File: config.mk
export PLATFORM = sky130hd
export DESIGN_NAME = ctb_tbl
export DESIGN_NICKNAME = d
export VERILOG_FILES = /design/src/sv/ctb_pkg.sv /design/src/sv/ctb_tbl.sv
export SDC_FILE = /design/constraint.sdc
export NUM_CORES = 2
export LEC_CHECK = 0
export BUFFER_PORTS_ARGS = -buffer_cell sky130_fd_sc_hd__buf_2
export CAP_MARGIN = 20
export CORE_MARGIN = 10
export CORE_UTILIZATION = 35
export CTS_BUF_LIST = sky130_fd_sc_hd__clkbuf_8 sky130_fd_sc_hd__clkbuf_16
export DETAILED_ROUTE_END_ITERATION = 10
export PLACE_DENSITY = 0.58
export SLEW_MARGIN = 10
export SYNTH_ARGS = -nofsm -noshare
export SYNTH_HDL_FRONTEND = slang
export SYNTH_SLANG_ARGS = --single-unit
File: constraint.sdc
create_clock -name clock -period 6 [get_ports clock]
set_clock_uncertainty 0.1 [all_clocks]
set_input_delay 0 -clock clock [delete_from_list [all_inputs] [get_ports clock]]
set_output_delay 0 -clock clock [all_outputs]
set_load 0.1 [all_outputs]
File: src/sv/ctb_pkg.sv
// package for the charset translation builder
// opcodes, result status codes, sequencer states and the table port struct
// no dependencies
package ctb_pkg;

   localparam int TABLE_SIZE = 256;
   localparam logic [7:0] CONTROL_LIMIT = 8'd32;

   localparam logic [1:0] OP_CLEAR = 2'd0;
   localparam logic [1:0] OP_ADD   = 2'd1;
   localparam logic [1:0] OP_APPLY = 2'd2;
   localparam logic [1:0] OP_READ  = 2'd3;

   localparam logic [2:0] STAT_DONE     = 3'd0;
   localparam logic [2:0] STAT_NO_MATCH = 3'd1;
   localparam logic [2:0] STAT_RANGE    = 3'd2;
   localparam logic [2:0] STAT_FULL     = 3'd3;
   localparam logic [2:0] STAT_READ     = 3'd4;

   typedef enum logic [1:0] {
      S_IDLE,
      S_SCAN,
      S_TREAD,
      S_FINISH
   } state_type;

   // one access to the translation table per cycle
   typedef struct packed {
      logic       clr;
      logic       wr_en;
      logic       rd_en;
      logic [7:0] addr;
      logic [7:0] wr_data;
   } tbl_req_type;

endpackage

File: src/sv/ctb_tbl.sv
// translation table: 256 x 8 memory with per-entry valid bits
// an entry that is not valid reads as its index; control positions always do
// depends on ctb_pkg
module ctb_tbl (
   input  logic                clock,
   input  logic                reset,
   input  ctb_pkg::tbl_req_type tbl_req,
   output logic [7:0]          rd_data
);
   import ctb_pkg::*;

   logic [7:0]            mem [TABLE_SIZE];
   logic [TABLE_SIZE-1:0] valid_ff;
   logic [TABLE_SIZE-1:0] valid_in;
   logic [7:0]            q_ff;
   logic [7:0]            rd_addr_ff;
   logic                  rd_hit_ff;

   always_comb begin
      valid_in = valid_ff;
      if (tbl_req.clr) begin
         valid_in = '0;
      end else if (tbl_req.wr_en) begin
         valid_in[tbl_req.addr] = 1'b1;
      end
   end

   always_ff @(posedge clock) begin
      if (reset) begin
         valid_ff <= '0;
      end else begin
         valid_ff <= valid_in;
      end
   end

   always_ff @(posedge clock) begin
      if (tbl_req.wr_en) begin
         mem[tbl_req.addr] <= tbl_req.wr_data;
      end
   end

   always_ff @(posedge clock) begin
      if (tbl_req.rd_en) begin
         q_ff       <= mem[tbl_req.addr];
         rd_addr_ff <= tbl_req.addr;
         rd_hit_ff  <= valid_ff[tbl_req.addr];
      end
   end

   always_comb begin
      if (rd_addr_ff < CONTROL_LIMIT) begin
         rd_data = rd_addr_ff;
      end else if (rd_hit_ff) begin
         rd_data = q_ff;
      end else begin
         rd_data = rd_addr_ff;
      end
   end

`ifndef ASSERT_OFF
   a_clr_empties: assert property (@(posedge clock) disable iff (reset)
      tbl_req.clr |=> valid_ff == '0)
      else $error("table clear left valid entries");
   a_wr_marks: assert property (@(posedge clock) disable iff (reset)
      tbl_req.wr_en && !tbl_req.clr |=> valid_ff[$past(tbl_req.addr)])
      else $error("table write did not mark entry valid");
   a_ctrl_ident: assert property (@(posedge clock) disable iff (reset)
      tbl_req.rd_en && tbl_req.addr < CONTROL_LIMIT |=> rd_data == $past(tbl_req.addr))
      else $error("control position did not read as itself");
`endif

endmodule

* Word-level counts from Yosys, hierarchy flattened
Memories as Yosys holds them, arrays and structs flattened. A register that Yosys moved wholly into a read port is not among the register bits.
Cells that the tools add are included.
** Operators by class
- Multiply operators :: 0
- Muxes and demuxes :: 8
- Magnitude comparators :: 3
- Equality and inequality tests :: 0
- Shift operators :: 0
- Div/mod/pow operators :: 0
- Add/sub/neg operators :: 0
- Reduce and logical (&&, ||, !) cells :: 2
- Bitwise logic cells :: 1
** Operators by type and width (count)
- 256-bit bitwise OR :: 1
- 8-bit two-way mux :: 2
- 8-bit by 9-bit less-than comparator with 1-bit output, second input constant :: 1
- 1-bit binary-select mux with 8-bit select :: 1
- 1-bit demux with 8-bit select :: 1
- 8-bit by 1-bit >= comparator with 1-bit output, second input constant :: 1
- 8-bit by 6-bit less-than comparator with 1-bit output, second input constant :: 1
- 1-bit two-way mux :: 4
- 2-bit OR reduction :: 1
- 1-bit logical AND :: 1
** Word-level totals
- Bits in latches :: 0
- Register bits after elaboration :: 265
- Output and inout bits :: 8
- Word-level logic and storage cells :: 18
- Memories :: 1
- Input bits :: 21
- Bits in writable memories :: 2048
- Memory bits (read-only) :: 0
** Memories
- mem :: depth 256, bits a word 8, rd ports 1, clocked after Yosys merged registers in 1, write ports 1, line ctb_tbl.sv:12 : logic [7:0] mem [TABLE_SIZE];

* Logic depth before layout (Yosys ltp)
- Depth after elaboration :: 5
- Gate-level depth with buffers :: 10
- Depth with buffers taken out :: 5

* Least setup slack after synthesis
OpenSTA, ideal clock, no wires.
- Kind :: input -> register
- Start :: in tbl_req[8] (netlist name)
- End :: mem mem[107][0], enable pin
- Arrival :: 1716 ps
- Cell stages on the path :: 9
- Buffers on the path :: 5
- Required time :: 5526 ps
- Setup slack :: 3811 ps
- Path through :: buf_2 -> buf_2 -> buf_4 -> nand2_1 -> buf_2 -> nor2_1 -> nand2_1 -> clkbuf_1 -> nor2_1
** RTL lines
- start: declaration :: line ctb_tbl.sv:7 : input ctb_pkg::tbl_req_type tbl_req,
- end: declaration :: line ctb_tbl.sv:12
Straight into the memory's write port.

==> flow_metrics.env <==
export IMPL_outcome="finished, final reports clean"
export IMPL_tightest_slew_ns=1.25
export IMPL_grt_max_degree=205
export IMPL_dr_pass1_iters=5
export IMPL_layout_cells_non_filler=7944
export IMPL_avgRoutedWirePerCell_um=27.8
export IMPL_synth_largest_area_cell="edfxtp_1"
export IMPL_synth_top_area_share_pct=70.5
export IMPL_antenna_found_initial=9
export IMPL_ys_flop_type="edfxtp_1"
export IMPL_drc=0
export IMPL_post_route_util_pct=39.9
export IMPL_synth_edf_count=2065
export IMPL_gp_congestion=0.780
export IMPL_avgSynthCellArea_um2=20.7
export IMPL_holdPathStages=2
export IMPL_clk_path_buf_depth=3
export IMPL_synth_area_mm2=0.0880
export IMPL_setup_tns_final_ns=0
export IMPL_fin_nets=4400
export IMPL_yosysMostFrequentCell="edfxtp_1"
export IMPL_cts_sink_count=2321
export IMPL_vias=43300
export IMPL_synth_fp_nets=4276
export IMPL_cts_tree="done"
export IMPL_ys_ff_latch=2321
export IMPL_dp_hpwl_mm=127
export IMPL_ys_async_sr_fraction_pct=0
export IMPL_timing_fmax_mhz=247
export IMPL_finalSetupViolCount=0
export IMPL_track_usage_pct=15.9
export IMPL_yosys_top_cells_area="edfxtp_1 70%, mux4_2 15%, dfxtp_1 5.8%"
export IMPL_yosys_warnings=0
export IMPL_flow_area_growth_from_synthesis_pct=13.8
export IMPL_p_per_area_mw_per_mm2=331
export IMPL_drt_total_wl_mm=221
export IMPL_p_leak_nw=30.8
export IMPL_numCtsBuffers=233
export IMPL_reg2regPathDepth=5
export IMPL_final_hold_viol_count=0
export IMPL_worstSetupStartpointType="input port"
export IMPL_clk_pin_slew_ns=0.06
export IMPL_worstPathRequired_ns=6.46
export IMPL_grt_pass1_vias=43700
export IMPL_post_route_period_util_pct=67.5
export IMPL_cts_setup_buffers=0
export IMPL_initial_core_util_pct=35.1
export IMPL_endpoint_kind="flip-flop"
export IMPL_maxSlewHeadroom_pct=15.5
export IMPL_dp_cells=7459
export IMPL_place_ws_ns=1.61
export IMPL_synthCells=4255
export IMPL_drive_above_1_share_pct=23.6
export IMPL_ant_nets=0
export IMPL_crit_path_max_fanout=57
export IMPL_chipHeight_um=521
export IMPL_ys_seq_area_share_pct=76.3
export IMPL_coreArea_mm2=0.251
export IMPL_chipWidth_um=521
export IMPL_finalMaxSlewViolations=0
export IMPL_row_count=184
export IMPL_synth_common_cells="2,065 x edfxtp_1, 576 x mux4_2, 288 x a22oi_1"
export IMPL_port_buffers=28
export IMPL_initialDrtViolationCount=4562
export IMPL_setup_ws_ns=1.95
export IMPL_path_class="in -> reg"
export IMPL_clk_latency_ns=0.88
export IMPL_grt_pass1_wl_mm=320
export IMPL_overflow=0
export IMPL_vdd_ir_drop_worst_v=0.000238
export IMPL_synth_cell_types=27
export IMPL_r2r_setup_slack_ns=2.80
export IMPL_drv_cap=0
export IMPL_cts_root_buf="clkbuf_16"
export IMPL_cts_max_level=4
export IMPL_io_pin_count=29
export IMPL_rsz0062_at_grt="no"
export IMPL_worstHoldPathType="in -> reg"
export IMPL_dieArea_mm2=0.272
export IMPL_viasPerCell=5.45
export IMPL_period_minus_slack_ns=4.05
export IMPL_arrival_ns=4.51
[what timing repair did]
item,4_1_cts,5_1_grt
hold buffers,25,0
endpoints found under the hold margin,1350,0
resized for setup,0,0
[through the flow]
stage          hold WS (ns)  cell area, um2  total power [mW]
6_report             0.0729          100000              33.2
5_1_grt              0.0770          100000              34.1
4_1_cts              0.0364          100000              33.4
3_5_place_dp          0.171           92300              19.5
3_3_place_gp          0.171           92300              19.5
2_1_floorplan      -0.00113           88000              18.8
[per-layer routing]
layer  part of all wire (%)  GRT usage (%)  wire length (um)
met1                     43           22.5             95400
met2                     48           25.2            106000
met3                    5.9           2.45             13100
met4                    3.0           4.91              6550
met5                      0              0                 0
[registers in the layout, indices dropped and copies added, names as in the netlist]
name	flops
rd_addr_ff	8
q_ff	8
rd_hit_ff	1
mem	2048
valid_ff	256
[cell type report]
class                           instances  area (um2)
Sequential cell                      2321       67100
Multi-Input combinational cell       1648       19700
Clock inverter                        180        1190
Antenna cell                            6        15.0
Tap cell                             3348        4190
Timing Repair Buffer                  171        1620
Clock buffer                          266        6310
Inverter                                4        15.0
Fill cell                           22000      151000
[cell families (layout without fill, tap and decap cells)]
logic type / after synthesis / after routing / synth area share [%]
muxes: 581 / 581 / 14.8
DFF: 2321 / 2321 / 76.3
other: 0 / 6 / 0
AOI/OAI and AO/OA: 731 / 731 / 5.86
buffers and inverters: 286 / 621 / 1.45
and+or+nand+nor: 336 / 336 / 1.58
[critical path, stage by stage]
cell	delay [ns]
dlygate4sd3_1	0.56
buf_8	0.57
buf_4	0.50
buf_4	0.45
mux4_2	0.55
a22oi_1	0.23
a21oi_1	0.16
o41ai_1	1.14
nand4_1	0.16
[power by group]
group          internal, mW  switching [mW]  leakage, nW
Clock                  7.91            6.13         3.98
Sequential             17.6          0.0140         20.6
Combinational         0.485            1.01         6.16
[placed cells by master, fill, tap and decap left out, types with 80 or more instances in the layout]
| cell | netlist | layout |
|---|---|---|
| buf_4 | 13 | 93 |
| clkbuf_16 | 0 | 235 |
| o21a_1 | 256 | 256 |
| inv_1 | 4 | 80 |
| a22oi_1 | 288 | 288 |
| nor2_1 | 233 | 231 |
| mux4_2 | 576 | 576 |
| dfxtp_1 | 256 | 256 |
| edfxtp_1 | 2065 | 2065 |
| a21oi_1 | 148 | 148 |
[path summary, 6_finish.rpt]
kind,startpoint,endpoint
max reg2reg,mem[155][1],q_ff[1]
max,tbl_req[8],q_ff[1]
min,tbl_req[0],mem[150][0]
min reg2reg,valid_ff[23],valid_ff[23]
No activity file was read; power rests on OpenSTA's default activity.
